### src/rtl/sv39_ptw_pkg.sv
// Shared types and constants for the Sv39 page table walker.
// Used by sv39_ptw_ctrl, sv39_ptw_dpath and the top level; no dependencies.
package sv39_ptw_pkg;

  localparam int VA_W        = 39;
  localparam int PPN_W       = 44;
  localparam int PA_W        = 56;
  localparam int ENTRY_W     = 64;
  localparam int IDX_W       = 12;
  localparam int OFFSET_W    = 12;
  localparam int VPN_W       = 9;
  localparam int TABLE_WORDS = 512;
  localparam int PPN_LSB     = 10;

  // item command codes
  localparam logic CMD_WRITE = 1'b0;
  localparam logic CMD_XLATE = 1'b1;

  typedef enum logic [1:0] {
    ST_OK      = 2'd0,
    ST_INVALID = 2'd1,
    ST_OUTSIDE = 2'd2
  } status_t;

  typedef logic [1:0] level_t;
  localparam level_t LEVEL_TOP  = 2'd2;
  localparam level_t LEVEL_MID  = 2'd1;
  localparam level_t LEVEL_LEAF = 2'd0;

  // controller -> datapath
  typedef struct packed {
    logic    clr_en;        // clearing pass writes one zero word
    logic    wr_en;         // store write transaction accepted
    logic    rd_start;      // translation accepted, read top-level entry
    logic    rd_next;       // read entry of the next level down
    logic    res_load_out;  // load output register from the live result
    logic    res_save;      // park the live result in the pending register
    logic    pend_load_out; // load output register from the pending register
    status_t res_code;
  } ptw_cmd_t;

  // datapath -> controller
  typedef struct packed {
    logic root_ok;
    logic entry_ok;
    logic next_ok;
    logic last_level;
    logic clear_done;
    logic out_free;
  } ptw_stat_t;

endpackage

### src/rtl/sv39_ptw_ctrl.sv
// Walk controller: one-hot state machine that sequences clear, store writes and walks.
// Depends on sv39_ptw_pkg.
module sv39_ptw_ctrl (
  input  logic                   clk,
  input  logic                   rst,
  input  logic                   in_valid,
  output logic                   in_stall,
  input  logic                   cmd,
  input  sv39_ptw_pkg::ptw_stat_t st,
  output sv39_ptw_pkg::ptw_cmd_t  ctl
);

  typedef enum logic [3:0] {
    S_CLEAR = 4'b0001,
    S_IDLE  = 4'b0010,
    S_CHECK = 4'b0100,
    S_HOLD  = 4'b1000
  } state_t;

  state_t state;
  state_t state_next;
  logic   walk_done;

  always_ff @(posedge clk) begin
    if (rst) begin
      state <= S_CLEAR;
    end else begin
      state <= state_next;
    end
  end

  always_comb begin
    ctl          = '0;
    ctl.res_code = sv39_ptw_pkg::ST_OK;
    state_next   = state;
    in_stall     = 1'b1;
    walk_done    = 1'b0;
    case (state)
      S_CLEAR: begin
        ctl.clr_en = 1'b1;
        if (st.clear_done) begin
          state_next = S_IDLE;
        end
      end
      S_IDLE: begin
        in_stall = 1'b0;
        if (in_valid) begin
          if (cmd == sv39_ptw_pkg::CMD_XLATE) begin
            if (st.root_ok) begin
              ctl.rd_start = 1'b1;
              state_next   = S_CHECK;
            end else begin
              ctl.res_code = sv39_ptw_pkg::ST_OUTSIDE;
              ctl.res_save = 1'b1;
              state_next   = S_HOLD;
            end
          end else begin
            ctl.wr_en = 1'b1;
          end
        end
      end
      S_CHECK: begin
        walk_done = 1'b1;
        if (!st.entry_ok) begin
          ctl.res_code = sv39_ptw_pkg::ST_INVALID;
        end else if (st.last_level) begin
          ctl.res_code = sv39_ptw_pkg::ST_OK;
        end else if (!st.next_ok) begin
          ctl.res_code = sv39_ptw_pkg::ST_OUTSIDE;
        end else begin
          walk_done   = 1'b0;
          ctl.rd_next = 1'b1;
        end
        if (walk_done) begin
          if (st.out_free) begin
            ctl.res_load_out = 1'b1;
            state_next       = S_IDLE;
          end else begin
            ctl.res_save = 1'b1;
            state_next   = S_HOLD;
          end
        end
      end
      S_HOLD: begin
        if (st.out_free) begin
          ctl.pend_load_out = 1'b1;
          state_next        = S_IDLE;
        end
      end
      default: begin
        state_next = S_CLEAR;
      end
    endcase
  end

endmodule

### config.mk
export PLATFORM = sky130hd
export DESIGN_NAME = sv39_ptw_ctrl
export DESIGN_NICKNAME = d
export VERILOG_FILES = /design/src/rtl/sv39_ptw_pkg.sv /design/src/rtl/sv39_ptw_ctrl.sv
export SDC_FILE = /design/constraint.sdc
export NUM_CORES = 1
export LEC_CHECK = 0
export ABC_AREA = 1
export BUFFER_PORTS_ARGS = -buffer_cell sky130_fd_sc_hd__buf_2
export CORE_AREA = 3 3 40 42
export CTS_BUF_LIST = sky130_fd_sc_hd__clkbuf_16
export DETAILED_ROUTE_END_ITERATION = 10
export DIE_AREA = 0 0 43 45
export GPL_TIMING_DRIVEN = 1
export PLACE_DENSITY = 0.5
export SLEW_MARGIN = 10
export SYNTH_ARGS = -nofsm -noshare
export SYNTH_HDL_FRONTEND = slang
export SYNTH_SLANG_ARGS = --single-unit
### constraint.sdc
create_clock -name clk -period 1.2 [get_ports clk]
set_input_delay 0.12 -clock clk [delete_from_list [all_inputs] [get_ports clk]]
set_output_delay 0.12 -clock clk [all_outputs]
set_load 0.02 [all_outputs]
## Yosys cells after proc, flatten, opt, wreduce, memory -nomap -nowiden

Cells that the tools add are included.

| word-level totals | value |
|---|---|
| memory bits (writable) | 0 |
| bits in read-only memories | 0 |
| memories | 0 |
| input bits | 10 |
| register bits | 4 |
| word-level logic and storage cells | 49 |
| latch bits | 0 |

| cells by class | value |
|---|---|
| $mul | 0 |
| reductions and logical operators | 1 |
| multiplexer cells | 38 |
| magnitude comparators | 0 |
| bitwise operators | 0 |
| add/sub/neg operators | 0 |
| divide/modulo/power cells | 0 |
| equality and inequality tests | 9 |
| shifts and indexed selects | 0 |

Operator list:

| operator | count |
|---|---|
| 4-bit 2-to-1 mux | 7 |
| 2-bit 2-to-1 mux | 10 |
| 1-bit 2-to-1 mux | 18 |
| 4-bit case mux with 4 select lines | 1 |
| 2-bit inequality test (second input constant) | 4 |
| 5-bit AND reduction | 1 |
| 4-bit by 1-bit equality test with 1-bit output (second input constant) | 1 |
| 4-bit by 2-bit equality test with 1-bit output (second input constant) | 1 |
| 4-bit by 3-bit equality test with 1-bit output (second input constant) | 1 |
| 4-bit equality test (second input constant) | 1 |
| 2-bit case mux with 2 select lines | 1 |
| 2-bit by 1-bit inequality test with 1-bit output (second input constant) | 1 |
| 1-bit case mux with 2 select lines | 1 |

## Logic depth before layout (Yosys ltp)

Gate-level depths: netlist of the first run.

| logic depth | value |
|---|---|
| depth in word-level cells | 6 |
| mapped depth | 8 |
| depth with buffers taken out | 8 |

## Worst setup path before layout of the first run

Ideal clock, no wire load.

| timing | value |
|---|---|
| path type | register to output |
| start point | register state[0] |
| end point | output ctl[1] (netlist name) |
| slack | -0.101 ns |
| buffers on the path | 0 |
| arrival | 1.181 ns |
| stages on the path, launching flop included | 4 |
| cell sequence | dfxtp_1 > nor2_2 > nand2_2 > o31ai_1 |

RTL lines:

| element | RTL line | text |
|---|---|---|
| start: declaration | sv39_ptw_ctrl.sv:20 | `state_t state;` |
| start signal: assignment | sv39_ptw_ctrl.sv:28 | `state <= state_next;` |
| end: declaration | sv39_ptw_ctrl.sv:10 | `output sv39_ptw_pkg::ptw_cmd_t ctl` |

==> results of run 1 <==
## power by group through the flow
| stage | Combinational [mW] | Clock, mW | Sequential [mW] |
|---|---|---|---|
| after floorplan | 0.201 | 0 | 0.183 |
| after global placement | 0.283 | 0 | 0.186 |
| after detailed placement | 0.280 | 0 | 0.187 |
| after CTS | 0.317 | 0.516 | 0.192 |
| after global routing | 0.397 | 0.528 | 0.213 |
| final | 0.359 | 0.507 | 0.208 |
## timing repair
action                                  4_1_cts  5_1_grt
hold buffers                                  0        0
gates resized for setup                      17       15
setup buffers                                 3        1
pin swaps                                     6        8
endpoints found under the setup margin       10       13
## worst max path at each step
stage | startpoint | to | cells after the start
floorplan | state[1] | ctl[3] | 6
global placement | state[2] | ctl[1] | 6
detailed placement | state[1] | ctl[1] | 7
CTS | state[1] | ctl[1] | 4
global route | state[1] | ctl[1] | 7
finish | state[2] | ctl[1] | 5
## logic make-up (layout without fill, tap and decap cells)
group | Yosys count | in the layout | synth area share (%)
AO/OA/AOI/OAI | 2 | 2 | 3.57
AND/OR/NAND/NOR | 43 | 43 | 59.6
buffers and inverters | 13 | 40 | 13.9
flip-flops | 4 | 4 | 22.9
## routing by layer
metal  part of all wire, %  wire length (um)  vias up  global-route usage (%)
li1                      -                 -      242                       -
met1                    45               429      187                    13.4
met2                    47               449       12                    18.3
met3                   8.2                78        0                    5.18
met4                     0                 0        0                    1.81
met5                     0                 0        -                       0
## cell type report
| cell class | count | area, sq um | area share [%] |
|---|---|---|---|
| multi-input cells | 45 | 269 | 39.9 |
| well taps | 15 | 18.8 | 2.78 |
| repair buffers | 24 | 175 | 26.0 |
| flip-flops and latches | 4 | 87.6 | 13.0 |
| inverters | 13 | 48.8 | 7.24 |
| clock buffers | 3 | 75.1 | 11.1 |
## per-stage QoR
| stage | hold WS [ns] | TNS, ns | total power [mW] | cell area [sq um] |
|---|---|---|---|---|
| 3_5_place_dp | 0.294 | -0.0170 | 0.467 | 477 |
| 2_1_floorplan | 0.192 | 0 | 0.384 | 355 |
| 3_3_place_gp | 0.293 | -0.00180 | 0.469 | 477 |
| 4_1_cts | 0.0586 | -0.924 | 1.03 | 621 |
| 5_1_grt | 0.0703 | -1.36 | 1.14 | 674 |
| 6_report | 0.0605 | -0.747 | 1.07 | 674 |
## worst max-delay path, delay by kind of cell, from the launching register on
family | cells | cell delay [ns]
AOI/OAI and AO/OA | 1 | 0.23
buffers and inverters | 2 | 0.18
DFF | 1 | 0.36
and+or+nand+nor | 2 | 0.25
## cells in the final DEF, fill, tap and decap left out
master and count:
nor2_1 11, nand3_1 7, and2_4 1, nand2_2 2
nor2_2 7, buf_6 6, dfxtp_4 1, clkbuf_16 3
inv_1 10, nand3_2 2, o31ai_4 1, nand4_1 1
inv_2 3, nor2_4 3, nand2_1 8, buf_4 7
nand2_4 1, a21oi_1 1, dfxtp_2 3, buf_2 11
==> impl_metrics.prom, run 1 <==
# TYPE chip_impl_metric gauge
chip_impl_info{name="status",value="finished with violations"} 1
chip_impl_info{name="violations",value="negative setup slack"} 1
chip_impl_metric{name="vdd.ir_drop.worst",unit="mV"} 0.961
chip_impl_metric{name="drt-initial-drc-count",unit=""} 11
chip_impl_info{name="ys_top_cells_by_count",value="nor2_1 (15), inv_1 (12), nand2_1 (9)"} 1
chip_impl_info{name="r2r-end",value="state[1]"} 1
chip_impl_metric{name="antenna_cells",unit=""} 0
chip_impl_metric{name="areaGrowthSynthToFinish",unit="%"} 92.5
chip_impl_metric{name="max_cap_viol",unit=""} 0
chip_impl_metric{name="maxSlewViolCount",unit=""} 0
chip_impl_metric{name="route.vias.total",unit=""} 441
chip_impl_metric{name="finalHoldViolations",unit=""} 0
chip_impl_metric{name="detail_route.wirelength",unit="um"} 957
chip_impl_metric{name="final_layout_size_suffix_gt1_share",unit="%"} 57.3
chip_impl_metric{name="power.leakage",unit="nW"} 0.378
chip_impl_metric{name="edff_count_synth",unit=""} 0
chip_impl_metric{name="power.clock.fraction",unit="%"} 47.2
chip_impl_metric{name="clock_latency",unit="ns"} 0.22
chip_impl_metric{name="worst_setup_hold_path_clk_slew",unit="ns"} 0.03
chip_impl_metric{name="post-route-util",unit="%"} 52.5
chip_impl_metric{name="number_of_cell_instances_on_the_worst_register_to_register_path",unit=""} 8
chip_impl_metric{name="postSynthNetCount",unit=""} 72
chip_impl_info{name="cts_tree",value="built"} 1
chip_impl_metric{name="ctsHtreeMaxLevel",unit=""} 1
chip_impl_metric{name="rows",unit=""} 13
chip_impl_metric{name="flip_flop_count_of_the_largest_register_after_layout",unit=""} 4
chip_impl_metric{name="area_of_the_die",unit="sq um"} 1940
chip_impl_metric{name="fmax",unit="MHz"} 736
chip_impl_info{name="min-delay-path-class",value="input port to register"} 1
chip_impl_info{name="synth.area.top_cells",value="dfxtp_1 (23%), nor2_1 (16%), inv_1 (13%)"} 1
chip_impl_metric{name="comb_power_share",unit="%"} 33.4
chip_impl_metric{name="synth_cell_type_count",unit=""} 14
chip_impl_metric{name="cp_slowest_stage_delay",unit="ns"} 0.36
chip_impl_metric{name="postRouteAntennaNets",unit=""} 0
chip_impl_info{name="cp_slowest_cell",value="dfxtp_2"} 1
chip_impl_metric{name="register_to_register_setup_slack",unit="ns"} 0.04
chip_impl_metric{name="numCtsBuffers",unit=""} 3
chip_impl_metric{name="finalClockSkew",unit="ns"} 0.00256
chip_impl_metric{name="fillCellCount",unit=""} 137
chip_impl_metric{name="place.detailed.instances",unit=""} 97
chip_impl_metric{name="worst_pin_slew",unit="ns"} 0.192
chip_impl_metric{name="cp_data_required_time",unit="ns"} 1.08
chip_impl_metric{name="holdPathStages",unit=""} 2
chip_impl_metric{name="port_buffers",unit=""} 19
chip_impl_metric{name="net-switching-power",unit="uW"} 321
chip_impl_metric{name="grt_overflow_total",unit=""} 0
chip_impl_metric{name="post_layout_nonfiller_instances",unit=""} 104
chip_impl_metric{name="final_critical_path_share_of_the_clock_period",unit="%"} 113
chip_impl_metric{name="ios",unit=""} 20
chip_impl_info{name="timing.rr.start",value="state[1]"} 1
chip_impl_metric{name="synth_top_area_share",unit="%"} 22.9
chip_impl_metric{name="postSynth.asyncResetShare",unit="%"} 0
chip_impl_metric{name="synth_warnings",unit=""} 0
chip_impl_metric{name="synth-seq-cells",unit=""} 4
chip_impl_metric{name="drtPass1Iterations",unit=""} 4
chip_impl_metric{name="post-route-drc-count",unit=""} 0
chip_impl_metric{name="grt_max_degree",unit=""} 8
chip_impl_metric{name="max-slew-margin-rel",unit="%"} 87.1
chip_impl_metric{name="fp.coreArea",unit="sq um"} 1280
chip_impl_metric{name="net_total_in_the_final_layout",unit=""} 101
chip_impl_metric{name="yosysSeqAreaShare",unit="%"} 22.9
chip_impl_metric{name="numClockSinks",unit=""} 4
chip_impl_metric{name="wire_per_inst",unit="um"} 9.20
chip_impl_metric{name="dpl_worst_slack",unit="ns"} -0.0170
chip_impl_info{name="worstHoldStart",value="rst"} 1
chip_impl_metric{name="number_of_antenna_violations_at_the_first_check_in_global_routing",unit=""} 0
chip_impl_metric{name="synthCells",unit=""} 62
chip_impl_info{name="nature_of_the_critical_path_endpoint",value="primary output"} 1
chip_impl_info{name="synth-main-ff-cell",value="dfxtp_1"} 1
chip_impl_info{name="setup_repair_after_global_routing_missed_its_margin",value="true"} 1
chip_impl_metric{name="cellPowerDensity",unit="nW/um^2"} 1590
chip_impl_info{name="crit_path_cell_trace",value="inv_2, nor2_2, nand2_4, o31ai_4, buf_6"} 1
chip_impl_metric{name="number_of_global_route_vias_before_repair",unit=""} 390
chip_impl_metric{name="intPower",unit="uW"} 754
chip_impl_info{name="post-synth-top-count-cell",value="nor2_1"} 1
chip_impl_metric{name="floorplan.initialDensity",unit="%"} 27.3
chip_impl_metric{name="place_hpwl",unit="um"} 748
chip_impl_metric{name="mapped_cell_area",unit="sq um"} 350
chip_impl_metric{name="grt_overall_usage",unit="%"} 11.1
chip_impl_info{name="timing_worst_setup_path_type",value="register to primary output"} 1
chip_impl_info{name="crit_path_start_kind",value="register"} 1
chip_impl_metric{name="die_h",unit="um"} 45
chip_impl_metric{name="total_of_endpoints_with_negative_setup_slack_in_the_final_report",unit=""} 9
chip_impl_metric{name="seq_power_share",unit="%"} 19.4
chip_impl_info{name="largest-register",value="state"} 1
chip_impl_metric{name="netSwitchingFraction",unit="%"} 29.8
chip_impl_metric{name="detail_route.vias_per_cell",unit=""} 4.24
chip_impl_info{name="min_delay_worst_endpoint",value="state[2]"} 1
chip_impl_info{name="netlist.top_cell.by_area",value="dfxtp_1"} 1
chip_impl_metric{name="max-clock-path-buffers",unit=""} 2
chip_impl_metric{name="finalWorstPathRequiredPeriod",unit="ns"} 1.36
chip_impl_metric{name="post_synth.cell_area_avg",unit="sq um"} 5.65
chip_impl_metric{name="data_arrival_critical_path",unit="ns"} 1.24
chip_impl_metric{name="grt_first_pass_wirelength",unit="um"} 1600
chip_impl_metric{name="gpl.final_weighted_congestion",unit=""} 0.793
chip_impl_metric{name="postLayoutSetupSlackWorst",unit="ns"} -0.158
chip_impl_metric{name="crit_path_max_fanout",unit=""} 7
chip_impl_metric{name="floorplan.die.width",unit="um"} 43
chip_impl_info{name="biggestRegsByFlops",value="state: 4 flops"} 1
chip_impl_info{name="cts_root_buffer",value="clkbuf_16"} 1
Note: power is estimated with default switching activity, not from simulation.
==> run 2: changes to the inputs <==
CELL_PAD_IN_SITES_DETAIL_PLACEMENT = 1   (was not set)
CELL_PAD_IN_SITES_GLOBAL_PLACEMENT = 1   (was not set)
CORE_AREA = 3 3 42 44   (was 3 3 40 42)
DIE_AREA = 0 0 45 47   (was 0 0 43 45)
PLACE_DENSITY = 0.68   (was 0.5)
==> impl_metrics.prom, run 2 (synthesis gave the netlist of run 1 again) <==
# TYPE chip_impl_metric gauge
chip_impl_metric{name="worst_setup_hold_path_clk_slew",unit="ns"} 0.03
chip_impl_metric{name="area_of_the_die",unit="sq um"} 2120
chip_impl_metric{name="floorplan.die.width",unit="um"} 45
chip_impl_metric{name="fillCellCount",unit=""} 191
chip_impl_metric{name="fp.coreArea",unit="sq um"} 1470
chip_impl_metric{name="final_critical_path_share_of_the_clock_period",unit="%"} 115
chip_impl_metric{name="postRouteAntennaNets",unit=""} 0
chip_impl_metric{name="flip_flop_count_of_the_largest_register_after_layout",unit=""} 4
chip_impl_metric{name="postLayoutSetupSlackWorst",unit="ns"} -0.177
chip_impl_metric{name="port_buffers",unit=""} 19
chip_impl_info{name="min_delay_worst_endpoint",value="state[2]"} 1
chip_impl_info{name="nature_of_the_critical_path_endpoint",value="primary output"} 1
chip_impl_metric{name="cellPowerDensity",unit="nW/um^2"} 1470
chip_impl_metric{name="holdPathStages",unit=""} 2
chip_impl_metric{name="power.leakage",unit="nW"} 0.424
chip_impl_info{name="min-delay-path-class",value="input port to register"} 1
chip_impl_metric{name="areaGrowthSynthToFinish",unit="%"} 132
chip_impl_metric{name="max_cap_viol",unit=""} 0
chip_impl_metric{name="comb_power_share",unit="%"} 38.6
chip_impl_metric{name="post_layout_nonfiller_instances",unit=""} 113
chip_impl_info{name="largest-register",value="state"} 1
chip_impl_metric{name="antenna_cells",unit=""} 0
chip_impl_metric{name="met2RoutedLength",unit="um"} 906
chip_impl_metric{name="net-switching-power",unit="uW"} 406
chip_impl_info{name="timing_worst_setup_path_type",value="register to primary output"} 1
chip_impl_metric{name="power.clock.fraction",unit="%"} 43.8
chip_impl_metric{name="floorplan.initialDensity",unit="%"} 23.8
chip_impl_metric{name="met1_length",unit="um"} 645
chip_impl_info{name="cts_root_buffer",value="clkbuf_16"} 1
chip_impl_metric{name="design_power_total",unit="mW"} 1.19
chip_impl_metric{name="cp_slowest_stage_delay",unit="ns"} 0.35
chip_impl_info{name="violations",value="negative setup slack"} 1
chip_impl_metric{name="dpl_worst_slack",unit="ns"} -0.0571
chip_impl_metric{name="detail_route.wirelength",unit="um"} 1630
chip_impl_metric{name="grt_max_degree",unit=""} 8
chip_impl_metric{name="seq_power_share",unit="%"} 17.6
chip_impl_metric{name="drtPass1Iterations",unit=""} 3
chip_impl_metric{name="numCtsBuffers",unit=""} 3
chip_impl_info{name="timing.rr.start",value="state[0]"} 1
chip_impl_metric{name="netSwitchingFraction",unit="%"} 34.0
chip_impl_metric{name="post_cts_hold_buffer_count",unit=""} 0
chip_impl_metric{name="data_arrival_critical_path",unit="ns"} 1.26
chip_impl_metric{name="met3RoutedLength",unit="um"} 71
chip_impl_metric{name="ios",unit=""} 20
chip_impl_metric{name="postLayoutCellArea",unit="sq um"} 815
chip_impl_metric{name="worst_pin_slew",unit="ns"} 0.259
chip_impl_info{name="top_layer",value="met4"} 1
chip_impl_metric{name="total_of_endpoints_with_negative_setup_slack_in_the_final_report",unit=""} 12
chip_impl_info{name="commonest_non_fill_non_tap_cells_in_the_layout",value="buf_4 (13), nor2_1 (10), buf_6 (10)"} 1
chip_impl_metric{name="grt_first_pass_wirelength",unit="um"} 2480
chip_impl_metric{name="register_to_register_setup_slack",unit="ns"} -0.18
chip_impl_info{name="worstHoldStart",value="rst"} 1
chip_impl_metric{name="rows",unit=""} 14
chip_impl_metric{name="place.detailed.instances",unit=""} 99
chip_impl_info{name="biggestRegsByFlops",value="state: 4 flops"} 1
chip_impl_metric{name="ctsHtreeMaxLevel",unit=""} 1
chip_impl_metric{name="number_of_global_route_vias_before_repair",unit=""} 541
chip_impl_metric{name="crit_path_max_fanout",unit=""} 7
chip_impl_metric{name="vdd.ir_drop.worst",unit="mV"} 0.846
chip_impl_info{name="cts_tree",value="built"} 1
chip_impl_metric{name="postPlaceCellArea",unit="sq um"} 485
chip_impl_metric{name="finalHoldViolations",unit=""} 0
chip_impl_info{name="setup_repair_after_global_routing_missed_its_margin",value="true"} 1
chip_impl_metric{name="finalWorstPathRequiredPeriod",unit="ns"} 1.38
chip_impl_metric{name="numClockSinks",unit=""} 4
chip_impl_metric{name="die_h",unit="um"} 47
chip_impl_metric{name="grt_overall_usage",unit="%"} 16.2
chip_impl_metric{name="multi_input_gate_area",unit="sq um"} 323
chip_impl_info{name="status",value="finished with violations"} 1
chip_impl_metric{name="drt-initial-drc-count",unit=""} 8
chip_impl_info{name="cp_slowest_cell",value="dfxtp_4"} 1
chip_impl_metric{name="grt_overflow_total",unit=""} 0
chip_impl_metric{name="cp_data_required_time",unit="ns"} 1.08
chip_impl_metric{name="clock_latency",unit="ns"} 0.22
chip_impl_metric{name="ff_latch_area",unit="sq um"} 92.6
chip_impl_metric{name="maxSlewViolCount",unit=""} 0
chip_impl_info{name="crit_path_start_kind",value="register"} 1
chip_impl_info{name="cp-startpoint",value="state[1]"} 1
chip_impl_metric{name="max-slew-margin-rel",unit="%"} 82.7
chip_impl_metric{name="route.vias.total",unit=""} 518
chip_impl_info{name="crit_path_cell_trace",value="nor2_4, nand2_4, o31ai_4, buf_6"} 1
chip_impl_metric{name="detail_route.vias_per_cell",unit=""} 4.58
chip_impl_metric{name="place_hpwl",unit="um"} 888
chip_impl_metric{name="post-route-drc-count",unit=""} 0
chip_impl_metric{name="final_layout_size_suffix_gt1_share",unit="%"} 68.0
chip_impl_metric{name="intPower",unit="uW"} 788
chip_impl_metric{name="number_of_cell_instances_on_the_worst_register_to_register_path",unit=""} 7
chip_impl_metric{name="gpl.final_weighted_congestion",unit=""} 0.754
chip_impl_info{name="r2r-end",value="state[1]"} 1
chip_impl_metric{name="net_total_in_the_final_layout",unit=""} 109
chip_impl_metric{name="max-clock-path-buffers",unit=""} 2
chip_impl_metric{name="number_of_antenna_violations_at_the_first_check_in_global_routing",unit=""} 0
chip_impl_metric{name="wire_per_inst",unit="um"} 14.4
chip_impl_info{name="final_common_cell",value="buf_4"} 1
chip_impl_metric{name="fmax",unit="MHz"} 726
chip_impl_metric{name="whs",unit="ns"} 0.0610
chip_impl_metric{name="finalClockSkew",unit="ns"} 0.00143
## run 2: cell types whose count changed in the layout (fill, tap and decap cells not counted), sizes merged
cell,change
buf,+8
## run 2: worst max path at each step
stage / endpoint / slack [ns] / depth (start not counted)
after detailed placement: ctl[1] / -0.06 / 7
final: ctl[1] / -0.18 / 4
after global routing: state[1] / -0.27 / 7
after global placement: state[1] / -0.02 / 6
after CTS: ctl[1] / -0.19 / 7
after floorplan: ctl[3] / 0.06 / 6
## run 2: layer usage
layer | up-vias | GRT usage, %
li1 | 259 | -
met1 | 240 | 17.9
met2 | 17 | 30.5
met3 | 2 | 4.60
met4 | 0 | 3.51
met5 | - | 0
## run 2: area by class of cell
| cell class | instances | area share, % |
|---|---|---|
| multi-input combinational | 45 | 39.6 |
| tap | 16 | 2.46 |
| timing repair buffer | 32 | 31.3 |
| clock buffer | 3 | 9.22 |
| inverter | 13 | 5.99 |
| sequential | 4 | 11.4 |
## run 2: power by group through the flow
stage	Combinational [mW]	Sequential [mW]	Clock, mW
after floorplan	0.201	0.183	0
after global placement	0.281	0.186	0
after detailed placement	0.285	0.189	0
final	0.461	0.210	0.523
after CTS	0.394	0.205	0.524
after global routing	0.494	0.215	0.533
## run 2: worst max-delay path, delay by kind of cell, from the launching register on
family	cells	cell delay, ns
DFF	1	0.35
and+or+nand+nor	2	0.28
AOI/OAI and AO/OA	1	0.25
buffers and inverters	1	0.15
## run 2: through the flow
step,TNS (ns),utilization (%)
final,-1.22,55.4
after global routing,-1.86,55.4
after CTS,-0.954,48.0
after detailed placement,-0.0812,33.0
after global placement,-0.0343,33.0
after floorplan,0,-
## run 2: timing repair
item,4_1_cts,5_1_grt
pin swaps,6,5
endpoints found under the setup margin,11,13
setup buffers,6,6
resized for setup,38,15
